===== src/rtl/char_lcd_nibble_sequencer_unit_macros.svh =====
// Assertion macros shared by the sequencer RTL.
// All checks are clocked on clk and disabled while arst_n is low.
`ifndef CHAR_LCD_NIBBLE_SEQUENCER_UNIT_MACROS_SVH
`define CHAR_LCD_NIBBLE_SEQUENCER_UNIT_MACROS_SVH

// Same-cycle implication.
`define LCDSEQ_ASSERT_NOW(label, ante, cons, msg) \
	label: assert property (@(posedge clk) disable iff (!arst_n) (ante) |-> (cons)) \
		else $error(msg);

// Next-cycle implication.
`define LCDSEQ_ASSERT_NEXT(label, ante, cons, msg) \
	label: assert property (@(posedge clk) disable iff (!arst_n) (ante) |=> (cons)) \
		else $error(msg);

`endif


===== src/rtl/lcdseq_pkg.sv =====
`default_nettype none
package lcdseq_pkg;

	// request kinds
	typedef enum logic [1:0] {
		ACT_INIT  = 2'd0,
		ACT_INSTR = 2'd1,
		ACT_DATA  = 2'd2,
		ACT_CHAR  = 2'd3
	} act_t;

	// status codes
	localparam logic [1:0] ST_OK       = 2'd0;
	localparam logic [1:0] ST_BAD_CHAR = 2'd1;
	localparam logic [1:0] ST_BAD_POS  = 2'd2;

	// init run length and write index width
	localparam int unsigned INIT_LEN = 14;
	localparam int unsigned IDX_W    = $clog2(INIT_LEN);
	localparam logic [IDX_W-1:0] INIT_LAST = IDX_W'(INIT_LEN - 1);

	// timing constants (us)
	localparam logic [15:0] PWR_WAIT_US = 16'd15010;
	localparam logic [15:0] HOLD_4100   = 16'd4100;
	localparam logic [15:0] HOLD_100    = 16'd100;
	localparam logic [15:0] HOLD_40     = 16'd40;
	localparam logic [15:0] HOLD_CLEAR  = 16'd15200;
	localparam logic [15:0] HOLD_1      = 16'd1;
	localparam logic [15:0] HOLD_0      = 16'd0;

	// instruction codes; the function sets go out as a single nibble
	localparam logic [7:0] FSET8 = 8'h30;
	localparam logic [7:0] FSET4 = 8'h20;
	localparam logic [7:0] DDRAM_SET = 8'h80;

	// one bus write
	typedef struct packed {
		logic        write_valid;
		logic        reg_select;
		logic [3:0]  nibble;
		logic [15:0] pre_wait_us;
		logic [15:0] hold_us;
		logic [1:0]  status;
		logic        last;
	} res_t;

	// one entry of the init run
	typedef struct packed {
		logic [3:0]  nibble;
		logic [15:0] pre_wait_us;
		logic [15:0] hold_us;
	} init_wr_t;

	// power-on init: three 8-bit function sets, 4-bit switch, then
	// 0x28, 0x08, 0x01, 0x06, 0x0F as nibble pairs
	function automatic init_wr_t init_write(input logic [IDX_W-1:0] idx);
		init_wr_t w;
		w.pre_wait_us = HOLD_0;
		w.hold_us     = HOLD_40;
		w.nibble      = 4'h0;
		case (idx)
			4'd0: begin
				w.nibble = 4'h3; w.pre_wait_us = PWR_WAIT_US; w.hold_us = HOLD_4100;
			end
			4'd1:  begin w.nibble = 4'h3; w.hold_us = HOLD_100; end
			4'd2:  w.nibble = 4'h3;
			4'd3:  w.nibble = 4'h2;
			4'd4:  begin w.nibble = 4'h2; w.hold_us = HOLD_1; end
			4'd5:  w.nibble = 4'h8;
			4'd6:  begin w.nibble = 4'h0; w.hold_us = HOLD_1; end
			4'd7:  w.nibble = 4'h8;
			4'd8:  begin w.nibble = 4'h0; w.hold_us = HOLD_1; end
			4'd9:  begin w.nibble = 4'h1; w.hold_us = HOLD_CLEAR; end
			4'd10: begin w.nibble = 4'h0; w.hold_us = HOLD_1; end
			4'd11: w.nibble = 4'h6;
			4'd12: begin w.nibble = 4'h0; w.hold_us = HOLD_1; end
			4'd13: w.nibble = 4'hF;
			default: w.nibble = 4'h0;
		endcase
		return w;
	endfunction

	// printable range 0x20..0x7F
	function automatic logic char_ok(input logic [7:0] v);
		return (v[7] == 1'b0) && (v[6:5] != 2'b00);
	endfunction

endpackage
`default_nettype wire


===== src/rtl/char_lcd_nibble_sequencer_unit.sv =====
`default_nettype none
// Channel | Signals                                        | Direction
// --------+------------------------------------------------+----------
// request | in_valid, in_stall, action, value, row, col,   | in
//         | delay_us                                       |
// write   | out_valid, out_stall, write_valid, reg_select, | out
//         | nibble, pre_wait_us, hold_us, status, last     |
//
// Each request yields 1 to 14 writes, one per cycle unless out_stall
// holds them, set by the write index counter walking the run (init 14,
// instruction 1-2, data 2, char 4; a rejection is one result).
// A new request is taken in the cycle the last write of the current one
// loads the output register, so runs follow back to back.
// out_stall holds the output register and pauses the index counter.
// arst_n clears the busy flag, the index and the output valid.
module char_lcd_nibble_sequencer_unit (
	input  wire logic        clk,
	input  wire logic        arst_n,
	input  wire logic        in_valid,
	output logic             in_stall,
	input  wire logic [1:0]  action,
	input  wire logic [7:0]  value,
	input  wire logic [1:0]  row,
	input  wire logic [4:0]  col,
	input  wire logic [15:0] delay_us,
	output logic             out_valid,
	input  wire logic        out_stall,
	output logic             write_valid,
	output logic             reg_select,
	output logic [3:0]       nibble,
	output logic [15:0]      pre_wait_us,
	output logic [15:0]      hold_us,
	output logic [1:0]       status,
	output logic             last
);
	import lcdseq_pkg::*;
	`include "char_lcd_nibble_sequencer_unit_macros.svh"

	// request register
	logic             busy_q;
	logic [IDX_W-1:0] idx_q;
	act_t             act_q;
	logic [7:0]       value_q;
	logic [1:0]       row_q;
	logic [4:0]       col_q;
	logic [15:0]      delay_q;

	// output register
	logic out_valid_q;
	res_t res_q;

	res_t     gen;
	init_wr_t iw;
	logic     load;
	logic     accept;

	// output slot free or being emptied
	assign load     = busy_q && (!out_valid_q || !out_stall);
	assign in_stall = busy_q && !(load && gen.last);
	assign accept   = in_valid && !in_stall;

	// write generation for the current index
	always_comb begin
		logic [7:0] cmd;
		logic       single;
		cmd    = DDRAM_SET | {1'b0, row_q[0], 1'b0, col_q};
		single = (value_q == FSET8) || (value_q == FSET4);
		iw     = init_write(idx_q);
		gen             = '0;
		gen.write_valid = 1'b1;
		gen.status      = ST_OK;
		case (act_q)
			ACT_INIT: begin
				gen.nibble      = iw.nibble;
				gen.pre_wait_us = iw.pre_wait_us;
				gen.hold_us     = iw.hold_us;
				gen.last        = (idx_q == INIT_LAST);
			end
			ACT_INSTR: begin
				if (single || idx_q != '0) begin
					gen.nibble  = single ? value_q[7:4] : value_q[3:0];
					gen.hold_us = delay_q;
					gen.last    = 1'b1;
				end else begin
					gen.nibble  = value_q[7:4];
					gen.hold_us = HOLD_1;
				end
			end
			ACT_DATA: begin
				if (!char_ok(value_q)) begin
					gen             = '0;
					gen.status      = ST_BAD_CHAR;
					gen.last        = 1'b1;
				end else begin
					gen.reg_select = 1'b1;
					gen.nibble     = idx_q[0] ? value_q[3:0] : value_q[7:4];
					gen.hold_us    = idx_q[0] ? HOLD_40 : HOLD_0;
					gen.last       = idx_q[0];
				end
			end
			ACT_CHAR: begin
				if (!char_ok(value_q)) begin
					gen        = '0;
					gen.status = ST_BAD_CHAR;
					gen.last   = 1'b1;
				end else if (row_q[1] || col_q[4]) begin
					gen        = '0;
					gen.status = ST_BAD_POS;
					gen.last   = 1'b1;
				end else begin
					// address set (two nibbles), then the data byte
					gen.reg_select = idx_q[1];
					if (idx_q[1])
						gen.nibble = idx_q[0] ? value_q[3:0] : value_q[7:4];
					else
						gen.nibble = idx_q[0] ? cmd[3:0] : cmd[7:4];
					if (idx_q[0])
						gen.hold_us = HOLD_40;
					else
						gen.hold_us = idx_q[1] ? HOLD_0 : HOLD_1;
					gen.last = (idx_q[1:0] == 2'd3);
				end
			end
			default: gen = '0;
		endcase
	end

	// request control
	always_ff @(posedge clk or negedge arst_n) begin
		if (!arst_n) begin
			busy_q <= 1'b0;
			idx_q  <= '0;
		end else if (accept) begin
			busy_q <= 1'b1;
			idx_q  <= '0;
		end else if (load) begin
			busy_q <= !gen.last;
			idx_q  <= idx_q + 1'b1;
		end
	end

	// request payload
	always_ff @(posedge clk) begin
		if (accept) begin
			act_q   <= act_t'(action);
			value_q <= value;
			row_q   <= row;
			col_q   <= col;
			delay_q <= delay_us;
		end
	end

	// output valid
	always_ff @(posedge clk or negedge arst_n) begin
		if (!arst_n)
			out_valid_q <= 1'b0;
		else if (load)
			out_valid_q <= 1'b1;
		else if (!out_stall)
			out_valid_q <= 1'b0;
	end

	// output payload
	always_ff @(posedge clk) begin
		if (load)
			res_q <= gen;
	end

	assign out_valid   = out_valid_q;
	assign write_valid = res_q.write_valid;
	assign reg_select  = res_q.reg_select;
	assign nibble      = res_q.nibble;
	assign pre_wait_us = res_q.pre_wait_us;
	assign hold_us     = res_q.hold_us;
	assign status      = res_q.status;
	assign last        = res_q.last;

	// checks
	`LCDSEQ_ASSERT_NOW(a_rej_status, out_valid_q, res_q.write_valid == (res_q.status == ST_OK), "write_valid disagrees with status")
	`LCDSEQ_ASSERT_NEXT(a_accept_start, accept, busy_q && idx_q == '0, "request not started at index zero")
	`LCDSEQ_ASSERT_NOW(a_idx_range, busy_q, idx_q <= INIT_LAST, "write index past end of run")
	`LCDSEQ_ASSERT_NEXT(a_run_continues, load && !gen.last, busy_q && out_valid_q, "run ended before its last write")

endmodule
`default_nettype wire


===== config.mk =====
export PLATFORM = sky130hd
export DESIGN_NAME = char_lcd_nibble_sequencer_unit
export DESIGN_NICKNAME = d
export VERILOG_FILES = /design/src/rtl/lcdseq_pkg.sv /design/src/rtl/char_lcd_nibble_sequencer_unit.sv
export VERILOG_INCLUDE_DIRS = /design/src /design/src/rtl
export SDC_FILE = /design/constraint.sdc
export NUM_CORES = 1
export LEC_CHECK = 0
export BUFFER_PORTS_ARGS = -buffer_cell sky130_fd_sc_hd__buf_2
export CAP_MARGIN = 40
export CORE_ASPECT_RATIO = 0.5
export CORE_MARGIN = 2
export CORE_UTILIZATION = 47
export CTS_CLUSTER_DIAMETER = 60
export DETAILED_ROUTE_END_ITERATION = 6
export GPL_TIMING_DRIVEN = 0
export PLACE_DENSITY_LB_ADDON = 0.15
export SLEW_MARGIN = 20
export SYNTH_ARGS = -nofsm -noshare
export SYNTH_HDL_FRONTEND = slang
export SYNTH_SLANG_ARGS = --single-unit

===== constraint.sdc =====
create_clock -name clk -period 2.6 [get_ports clk]
set_clock_uncertainty 0.2 [all_clocks]
set_input_delay 0.26 -clock clk [delete_from_list [all_inputs] [get_ports clk]]
set_output_delay 0.26 -clock clk [all_outputs]
set_load 0.1 [all_outputs]

---- Yosys cells after proc, flatten, opt, wreduce, memory -nomap -nowiden ----
Cells that the tools add are included.
storage, ports and cells
  output and inout port bits .............. 43
  bits in latches ......................... 0
  input bits .............................. 37
  memories ................................ 0
  word-level logic and storage cells ...... 96
  memory bits (read-only) ................. 0
  bits in registers ....................... 80
  memory bits (writable) .................. 0
operators by class
  eq/ne operators ......................... 20
  multiplexer cells ....................... 36
  shift-type cells ........................ 0
  reductions and logical operators ........ 23
  bitwise operators ....................... 1
  div/mod/pow operators ................... 0
  add/sub/neg operators ................... 1
  $mul .................................... 0
  magnitude comparators ................... 0
operators by type and width
  kind                                                  count
  case mux 16 bit (4 select lines)                      1
  case mux 14 bit (4 select lines)                      1
  2-to-1 mux 41 bit                                     1
  2-to-1 mux 16 bit                                     2
  case mux 16 bit (2 select lines)                      1
  2-to-1 mux 4 bit                                      7
  equality test 4 bit (second input constant)           6
  case mux 4 bit (6 select lines)                       1
  2-to-1 mux 6 bit                                      3
  equality test 4 x 3 -> 1 bit (second input constant)  4
  equality test 8 x 6 -> 1 bit (second input constant)  2
  case mux 4 bit (4 select lines)                       1
  2-to-1 mux 14 bit                                     1
  2-to-1 mux 1 bit                                      11
  2-to-1 mux 5 bit                                      2
  equality test 4 x 2 -> 1 bit (second input constant)  2
  case mux 2 bit (2 select lines)                       2
  equality test 2 bit (second input constant)           3
  logical AND 1 bit                                     5
  logical NOT 1 bit                                     5
  OR reduction 5 bit                                    1
  adder 4 x 1 -> 4 bit (second input constant)          1
  equality test 4 x 1 -> 1 bit (second input constant)  1
  logical NOT 4 bit                                     1
  other kinds (11)                                      16

---- Depth between registers and ports, before layout ----
Gate-level depths: netlist (run 1).
  word-level depth ........................ 11
  gate-level depth with buffers ........... 7
  depth with buffers taken out ............ 6

---- Least setup slack after synthesis (run 1) ----
Ideal clock, no wire load.
  path type ............................... register to output
  from .................................... register idx_q[0]
  to ...................................... output port in_stall
  arrival time ............................ 2.999 ns
  path buffers ............................ 1
  path slack .............................. -0.859 ns
  data required time ...................... 2.140 ns
  stages on the path, launching flop included .. 8
  path through ............................ dfrtp_1 -> inv_1 -> ha_1 -> buf_4 -> or3b_4 -> a211oi_2 -> nor3b_2 -> a21oi_1
RTL lines
  item                    RTL line                               RTL
  start, declared         char_lcd_nibble_sequencer_unit.sv:41   logic [IDX_W-1:0] idx_q;
  start signal, assigned  char_lcd_nibble_sequencer_unit.sv:138  idx_q <= idx_q + 1'b1;
  end, declared           char_lcd_nibble_sequencer_unit.sv:20   output logic in_stall,

==> impl_metrics.env, run 1 <==
export IMPL_slew_headroom_pct=58.1
export IMPL_core_rowCount=20
export IMPL_grt_pass1_vias=2208
export IMPL_die_x_um=117
export IMPL_slew_viol_final=0
export IMPL_path_cells="inv_2, ha_4, or3b_4, a211oi_4, nor3b_4, a21oi_4, buf_12"
export IMPL_synth_edf_count=59
export IMPL_drv_cap=0
export IMPL_finalCriticalPeriod_ns=2.61
export IMPL_p_sw_mw=2.49
export IMPL_syn_inst=228
export IMPL_ys_ff_latch=65
export IMPL_arrival_ns=2.15
export IMPL_drc=0
export IMPL_most_common_layout_cells="71 x buf_2, 59 x edfxtp_1, 34 x dlygate4sd3_1"
export IMPL_grt_pass1_wl_um=11200
export IMPL_track_usage_pct=21.5
export IMPL_p_leak_nw=1.84
export IMPL_ant_nets=0
export IMPL_antenna_found_initial=0
export IMPL_vias=2299
export IMPL_worst_hold_slack_ns=0.102
export IMPL_max_freq_mhz=384
export IMPL_cp_num_buf_inv=2
export IMPL_clk_latency_ns=0.33
export IMPL_vdd_drop_max_v=0.000705
export IMPL_sequentialPowerShare_pct=29.2
export IMPL_pwr_share_clk_pct=22.8
export IMPL_hp_class="input port to asynchronous set/reset pin"
export IMPL_gp_congestion=0.825
export IMPL_run_status="finished with violations"
export IMPL_finalPower_mw=5.48
export IMPL_first_pass_iters=4
export IMPL_wl_um=7250
export IMPL_die_h_um=60.7
export IMPL_grt_overflow_total=0
export IMPL_synth_top_cell_area_share_pct=58.6
export IMPL_cts_buffers=9
export IMPL_final_common_cell="buf_2"
export IMPL_seq_area_frac_synth_pct=63.6
export IMPL_fin_crit_sh_pct=100
export IMPL_layout_cell_area_non_filler_um2=4370
export IMPL_synth_distinct_cells=59
export IMPL_synth_top_cells_by_area="edfxtp_1 59%, dfrtp_1 5.0%, buf_4 4.0%"
export IMPL_swShare_pct=45.4
export IMPL_rsz0062_at_grt="yes"
export IMPL_ys_warnings_count=0
export IMPL_grt_max_degree=18
export IMPL_crit_path_end_kind="primary output"
export IMPL_path_clk_slew_ns=0.06
export IMPL_drive_above_1_share_pct=38.4
export IMPL_wire_per_inst_um=16.0
export IMPL_fin_nets=402
export IMPL_violations="negative setup slack"
export IMPL_dpl_instance_area_um2=3550
export IMPL_first_iter_violations=171
export IMPL_diodes=0
export IMPL_synth_top_cell_by_area="edfxtp_1"
export IMPL_ys_dominant_reg_cell="edfxtp_1"
export IMPL_synthArstFlopShare_pct=9.23
export IMPL_ios=80
export IMPL_htreeDepth=3
export IMPL_root_buffer="clkbuf_16"
export IMPL_critPathTopFamily="simple AND/OR/NAND/NOR gates"
export IMPL_die_area_um2=7130
export IMPL_cts_tree="yes"
export IMPL_slowest_stage="or3b_4"
export IMPL_fin_ws_ns=-0.00688
export IMPL_power_internal_mw=2.99
export IMPL_p_per_area_nw_per_um2=1250
export IMPL_cp_data_required_time_ns=2.14
export IMPL_startpoint_type="register"
export IMPL_pwr_share_comb_pct=48.0
export IMPL_crit_path_max_incr_delay_ns=0.41
export IMPL_finalHoldViolCount=0
export IMPL_crit_type="register to primary output"
export IMPL_cts_sinks=65
export IMPL_setup_viol=1
export IMPL_io_buffer_count=69
export IMPL_worst_pin_slew_ns=0.629
export IMPL_avgSynthCellArea_um2=13.3
export IMPL_viasPerCell=5.08
export IMPL_place_hpwl_um=4520
export IMPL_clock_path_buffers=2
export IMPL_syn_to_final_growth_pct=44.6
export IMPL_synth_area_um2=3020
export IMPL_cp_max_fo=4
export IMPL_coreArea_um2=6130
export IMPL_start_util_pct=49.3
worst paths after layout:
kind                             start          end  slack, ns  cells past startpoint
max in group asynchronous       arst_n     idx_q[1]       1.92                      2
min in group clk             out_stall       busy_q       0.15                      3
setup / recovery              idx_q[0]     in_stall     -0.007                      7
setup reg to reg              idx_q[1]     act_q[1]       0.12                      7
hold reg to reg            delay_q[14]  hold_us[14]       0.32                      1
hold / removal                  arst_n     idx_q[0]       0.10                      2
synth_stat cells, types with 2 or more instances:
cell type,n
o31ai_1,2
a211o_1,3
nor2_1,13
o21ai_0,3
buf_4,16
o21bai_1,5
inv_2,3
dfrtp_1,6
nor3b_2,3
nand2_1,9
a31o_2,2
buf_2,3
mux2i_1,6
and2_1,6
clkbuf_1,6
a21oi_1,9
nor2b_1,2
ha_1,4
o211ai_1,3
a21o_1,5
nor3b_1,2
nor3_1,4
inv_1,8
a31oi_1,7
nand3_1,3
and3_1,3
edfxtp_1,59
o21ai_1,2
worst reg2reg max path: stages, from the launching register on:
cell      delay, ns
dfrtp_2        0.37
buf_4          0.17
ha_4           0.19
nor4b_4        0.05
o211ai_1       0.30
nor3b_4        0.38
buf_4          0.19
a31o_4         0.31
area by class of cell:
type	count	area [um2]
plain buffers	23	146
repair buffers	115	798
clock inverters	6	82.6
well taps	88	110
multi-input cells	136	1040
fillers	427	1760
inverters	11	41.3
flip-flops and latches	65	1920
clock buffers	9	225
routing by layer:
| metal | vias to the layer above | GRT usage, % | wire (um) |
|---|---|---|---|
| met5 | - | 0 | 0 |
| met4 | 0 | 6.37 | 90 |
| met3 | 10 | 7.05 | 558 |
| met2 | 95 | 36.9 | 3460 |
| met1 | 1073 | 27.1 | 3140 |
| li1 | 1121 | - | - |
timing repair:
| item | in CTS | in global routing |
|---|---|---|
| cloned | 1 | 0 |
| endpoints found under the setup margin | 34 | 34 |
| buffers inserted | 7 | 6 |
| hold buffers | 34 | 0 |
| hold endpoints to repair | 39 | 0 |
| pin swaps | 5 | 5 |
| gates resized for setup | 13 | 6 |
per-stage QoR:
step	utilization, %	std cells	setup TNS (ns)	setup slack [ns]
after floorplan	-	236	0	0.0229
after global placement	57.6	393	-10.74	-0.321
after detailed placement	58.0	394	-13.06	-0.389
after CTS	70.2	449	-0.0604	-0.0604
after global routing	71.3	453	-0.0730	-0.0730
final	71.3	453	-0.00688	-0.00688
power by group through the flow:
stage / Combinational (mW) / Sequential, mW / Clock [mW]
2_1_floorplan: 1.08 / 2.47 / 0
3_3_place_gp: 2.30 / 1.62 / 0
3_5_place_dp: 2.34 / 1.63 / 0
4_1_cts: 2.57 / 1.60 / 1.26
5_1_grt: 2.76 / 1.63 / 1.32
6_report: 2.63 / 1.60 / 1.25
cells by family after synthesis:
family | Yosys count | share of synthesized area [%]
compound gates | 59 | 14.5
fa+ha+maj | 4 | 1.66
simple gates | 56 | 11.2
buf+inv | 36 | 6.58
other cells | 1 | 0.124
flops | 65 | 63.6
mux | 7 | 2.36
registers in the layout (all words and copies together), names as in the netlist:
| name | count |
|---|---|
| delay_q | 16 |
| hold_us | 16 |
| value_q | 8 |
| col_q | 5 |
| idx_q | 4 |
| nibble | 4 |
| act_q | 2 |
| row_q | 2 |
| status | 2 |
| busy_q | 1 |
| last | 1 |
| out_valid | 1 |
| pre_wait_us | 1 |
| reg_select | 1 |
| write_valid | 1 |
(Power assumes the default switching activity.)
==> inputs of run 2 (changes only) <==
GPL_TIMING_DRIVEN = unset   (was 0)
==> run 2 against run 1 <==
Compared with the run above: total power down 2.7%; critical endpoint unchanged; sequential share of layout area up 1.2 points; final cell count down 2.6%; the run still ends with negative setup slack left; largest power group unchanged; combinational power down 3%.
==> impl_metrics.env, run 2 (synthesized netlist as in run 1, its figures left out) <==
export IMPL_drv_cap=0
export IMPL_cts_sinks=65
export IMPL_violations="negative setup slack"
export IMPL_p_per_area_nw_per_um2=1260
export IMPL_cts_tree="yes"
export IMPL_p_leak_nw=1.78
export IMPL_worst_hold_slack_ns=0.0320
export IMPL_finalHoldViolCount=0
export IMPL_vias=2247
export IMPL_start_util_pct=49.3
export IMPL_arrival_ns=2.16
export IMPL_fin_util_pct=69.3
export IMPL_fin_ws_ns=-0.0206
export IMPL_max_freq_mhz=382
export IMPL_grt_max_degree=28
export IMPL_clock_path_buffers=2
export IMPL_syn_to_final_growth_pct=40.5
export IMPL_setup_tns_ns=-0.0206
export IMPL_viasPerCell=5.10
export IMPL_slew_headroom_pct=58.4
export IMPL_crit_path_end_kind="primary output"
export IMPL_fin_crit_sh_pct=101
export IMPL_hp_class="input port to register"
export IMPL_diodes=0
export IMPL_startpoint_type="register"
export IMPL_cp_max_fo=4
export IMPL_coreArea_um2=6130
export IMPL_die_area_um2=7130
export IMPL_path_clk_slew_ns=0.05
export IMPL_wl_um=6560
export IMPL_most_common_layout_cells="69 x buf_2, 59 x edfxtp_1, 34 x dlygate4sd3_1"
export IMPL_root_buffer="clkbuf_16"
export IMPL_cts_buffers=9
export IMPL_ios=80
export IMPL_slew_viol_final=0
export IMPL_wire_per_inst_um=14.9
export IMPL_first_iter_violations=189
export IMPL_grt_overflow_total=0
export IMPL_setup_viol=1
export IMPL_io_buffer_count=70
export IMPL_drc=0
export IMPL_cp_data_required_time_ns=2.14
export IMPL_run_status="finished with violations"
export IMPL_layout_cell_area_non_filler_um2=4250
export IMPL_fin_nets=389
export IMPL_final_common_cell="buf_2"
export IMPL_first_pass_iters=4
export IMPL_crit_type="register to primary output"
export IMPL_place_hpwl_um=4420
export IMPL_finalCriticalPeriod_ns=2.62
export IMPL_clk_latency_ns=0.33
export IMPL_grt_pass1_vias=2108
export IMPL_dpl_instance_area_um2=3510
export IMPL_antenna_found_initial=0
export IMPL_worst_pin_slew_ns=0.618
export IMPL_nFillCells=446
export IMPL_core_rowCount=20
export IMPL_rsz0062_at_grt="yes"
export IMPL_die_h_um=60.7
export IMPL_gp_congestion=0.905
export IMPL_die_x_um=117
export IMPL_vdd_drop_max_v=0.000473
export IMPL_htreeDepth=3
export IMPL_grt_pass1_wl_um=10500
export IMPL_drive_above_1_share_pct=36.8
export IMPL_ant_nets=0
export IMPL_track_usage_pct=19.6
## run 2: cell type report
cell class                 count  area (um2)  area share, %
timing repair buffer         126         883           20.8
tap                           88         110           2.59
sequential                    65        1920           45.2
clock buffer                   9         225           5.30
inverter                      11        41.3          0.972
clock inverter                 7        68.8           1.62
multi-input combinational    135         997           23.5
## run 2: report_power, final
part	internal, mW	leakage [nW]	switching, mW
registers	1.47	0.645	0.123
logic	0.680	0.992	1.88
clock network	0.741	0.145	0.439
## run 2: path summary, 6_finish.rpt
kind	start	to	slack [ns]	cells after the start
setup / recovery	idx_q[1]	in_stall	-0.02	8
hold / removal	in_valid	idx_q[3]	0.03	2
setup reg to reg	idx_q[1]	delay_q[5]	0.20	8
hold reg to reg	delay_q[15]	hold_us[15]	0.32	1
max in group asynchronous	arst_n	busy_q	1.96	2
min in group asynchronous	arst_n	idx_q[3]	0.09	2
## run 2: what timing repair did
item / 4_1_cts / 5_1_grt
gates resized for setup: 9 / 0
pin swaps: 4 / 0
setup buffers: 8 / 0
hold buffers: 34 / 0
endpoints found under the hold margin: 39 / 0
endpoints found under the setup margin: 1 / 1
## run 2: through the flow
| stage | worst slack, ns | std cells | power, mW |
|---|---|---|---|
| floorplan | 0.0229 | 236 | 3.55 |
| global placement | 0.192 | 383 | 3.97 |
| detailed placement | 0.141 | 383 | 4.00 |
| CTS | 0.00757 | 441 | 5.33 |
| global route | -0.0986 | 441 | 5.53 |
| finish | -0.0206 | 441 | 5.33 |
## run 2: worst max-delay path, stage by stage, from the launching register on
cell,delay [ns]
dfrtp_1,0.42
inv_2,0.10
ha_4,0.13
or3b_4,0.39
a211oi_4,0.23
nor3b_4,0.08
buf_4,0.15
a21oi_4,0.15
buf_12,0.18
## run 2: layer usage
| metal | share of wire, % | global-route usage [%] | vias to the layer above |
|---|---|---|---|
| met4 | 1.4 | 7.06 | 0 |
| met1 | 47 | 26.7 | 1059 |
| li1 | - | - | 1088 |
| met2 | 44 | 30.2 | 90 |
| met3 | 7.4 | 6.67 | 10 |
| met5 | 0 | 0 | - |
==> inputs of run 3 (changes only) <==
HOLD_SLACK_MARGIN = 0.15   (was unset)
==> run 3 against run 2 <==
Compared with the run above: the flow still finishes with violations (negative setup slack); register-to-register slack hardly changed; critical path type unchanged; total power up 0.14%; largest cell class unchanged; design area rose by 0.71%; sequential cell count stayed put; worst setup slack lost 0.0025 ns; final cell count grew 0.68%; sequential power about the same; non-clock buffer count grew 3; largest power group unchanged; clock power barely moved.
==> impl_metrics.env, run 3 (synthesized netlist as in run 1, its figures left out) <==
export IMPL_vias=2263
export IMPL_drive_above_1_share_pct=36.5
export IMPL_grt_overflow_total=0
export IMPL_setup_viol=1
export IMPL_finalPower_mw=5.34
export IMPL_slew_viol_final=0
export IMPL_drc=0
export IMPL_critPathLaunch="idx_q[1]"
export IMPL_hp_class="register to register"
export IMPL_root_buffer="clkbuf_16"
export IMPL_first_iter_violations=212
export IMPL_layout_cell_area_non_filler_um2=4280
export IMPL_drv_cap=0
export IMPL_startpoint_type="register"
export IMPL_core_rowCount=20
export IMPL_coreArea_um2=6130
export IMPL_ant_nets=0
export IMPL_rsz0062_at_grt="yes"
export IMPL_cp_data_required_time_ns=2.14
export IMPL_wl_um=6660
export IMPL_cp_num_buf_inv=3
export IMPL_slowest_stage="dfrtp_1"
export IMPL_fin_ws_ns=-0.0231
export IMPL_finalCriticalPeriod_ns=2.62
export IMPL_finalHoldViolCount=0
export IMPL_pwr_share_comb_pct=48.1
export IMPL_grt_pass1_vias=2119
export IMPL_crit_path_max_incr_delay_ns=0.42
export IMPL_cts_sinks=65
export IMPL_crit_path_end_kind="primary output"
export IMPL_track_usage_pct=20.0
export IMPL_diodes=0
export IMPL_final_common_cell="buf_2"
export IMPL_io_buffer_count=70
export IMPL_cts_tree="yes"
export IMPL_die_h_um=60.7
export IMPL_nFillCells=440
export IMPL_start_util_pct=49.3
export IMPL_dpl_instance_area_um2=3510
export IMPL_clock_path_buffers=2
export IMPL_arrival_ns=2.16
export IMPL_swShare_pct=45.8
export IMPL_power_internal_mw=2.89
export IMPL_violations="negative setup slack"
export IMPL_grt_pass1_wl_um=10600
export IMPL_worst_hold_slack_ns=0.321
export IMPL_die_x_um=117
export IMPL_first_pass_iters=4
export IMPL_syn_to_final_growth_pct=41.5
export IMPL_max_freq_mhz=381
export IMPL_run_status="finished with violations"
export IMPL_grt_max_degree=28
export IMPL_fin_util_pct=69.8
export IMPL_sequentialPowerShare_pct=29.8
export IMPL_p_sw_mw=2.45
export IMPL_die_area_um2=7130
export IMPL_wire_per_inst_um=15.0
export IMPL_pwr_share_clk_pct=22.1
export IMPL_p_leak_nw=1.80
export IMPL_htreeDepth=3
export IMPL_path_clk_slew_ns=0.06
export IMPL_cts_buffers=9
export IMPL_fin_nets=392
export IMPL_cp_max_fo=4
export IMPL_vdd_drop_max_v=0.000487
export IMPL_setup_tns_ns=-0.0231
export IMPL_worst_pin_slew_ns=0.596
export IMPL_clk_latency_ns=0.33
export IMPL_viasPerCell=5.10
export IMPL_hold_start="delay_q[15]"
export IMPL_path_cells="inv_2, ha_4, or3b_4, a211oi_4, nor3b_4, buf_4, a21oi_4, buf_12"
export IMPL_crit_type="register to primary output"
export IMPL_ios=80
export IMPL_p_per_area_nw_per_um2=1250
export IMPL_r2r_start="idx_q[1]"
export IMPL_place_hpwl_um=4420
export IMPL_slew_headroom_pct=60.2
export IMPL_antenna_found_initial=0
export IMPL_gp_congestion=0.905
export IMPL_most_common_layout_cells="69 x buf_2, 59 x edfxtp_1, 37 x dlygate4sd3_1"
export IMPL_fin_crit_sh_pct=101
export IMPL_critPathTopFamily="simple AND/OR/NAND/NOR gates"
run 3: cell types whose count changed in the layout (fill, tap and decap cells not counted):
| cell | previous run | this run |
|---|---|---|
| dlygate4sd3_1 | 34 | 37 |
run 3: final timing paths:
kind / slack [ns] / end / cells after the start
worst min-delay path: 0.32 / hold_us[15] / 1
worst min register to register: 0.32 / hold_us[15] / 1
max in group asynchronous: 1.25 / out_valid / 3
worst max-delay path: -0.02 / in_stall / 8
worst max register to register: 0.19 / delay_q[5] / 8
min in group asynchronous: 0.72 / idx_q[3] / 3
run 3: repair_timing:
| item | CTS | global route |
|---|---|---|
| gates cloned | 0 | 0 |
| endpoints found under the setup margin | 1 | 1 |
| setup buffers | 8 | 0 |
| hold buffers | 37 | 0 |
| pin swaps | 4 | 0 |
| gates resized for setup | 9 | 0 |
| hold endpoints to repair | 44 | 0 |
run 3: stage by stage:
step | cells | worst slack [ns]
global route | 444 | -0.0972
finish | 444 | -0.0231
CTS | 444 | 0.00757
global placement | 383 | 0.192
floorplan | 236 | 0.0229
detailed placement | 383 | 0.141
run 3: routing by layer:
layer  track usage [%]  vias to the layer above  share of wire, %  routed length (um)
met2              31.0                       93                44                2950
li1                  -                     1096                 -                   -
met1              26.8                     1062                45                3020
met3              6.77                       12               8.4                 557
met4              7.57                        0               1.8                 123
met5                 0                        -                 0                   0
run 3: layout make-up:
| cell class | count | area (um2) | area share (%) |
|---|---|---|---|
| clock buffer | 9 | 225 | 5.26 |
| clock inverter | 7 | 68.8 | 1.61 |
| inverter | 11 | 41.3 | 0.965 |
| multi-input combinational | 135 | 997 | 23.3 |
| sequential | 65 | 1920 | 44.9 |
| tap | 88 | 110 | 2.57 |
| timing repair buffer | 129 | 913 | 21.4 |
run 3: power groups by stage:
stage | Clock (mW) | Combinational (mW) | Sequential (mW)
6_report | 1.18 | 2.57 | 1.59
5_1_grt | 1.23 | 2.69 | 1.62
4_1_cts | 1.19 | 2.55 | 1.59
3_5_place_dp | 0 | 2.39 | 1.61
3_3_place_gp | 0 | 2.37 | 1.61
2_1_floorplan | 0 | 1.08 | 2.47
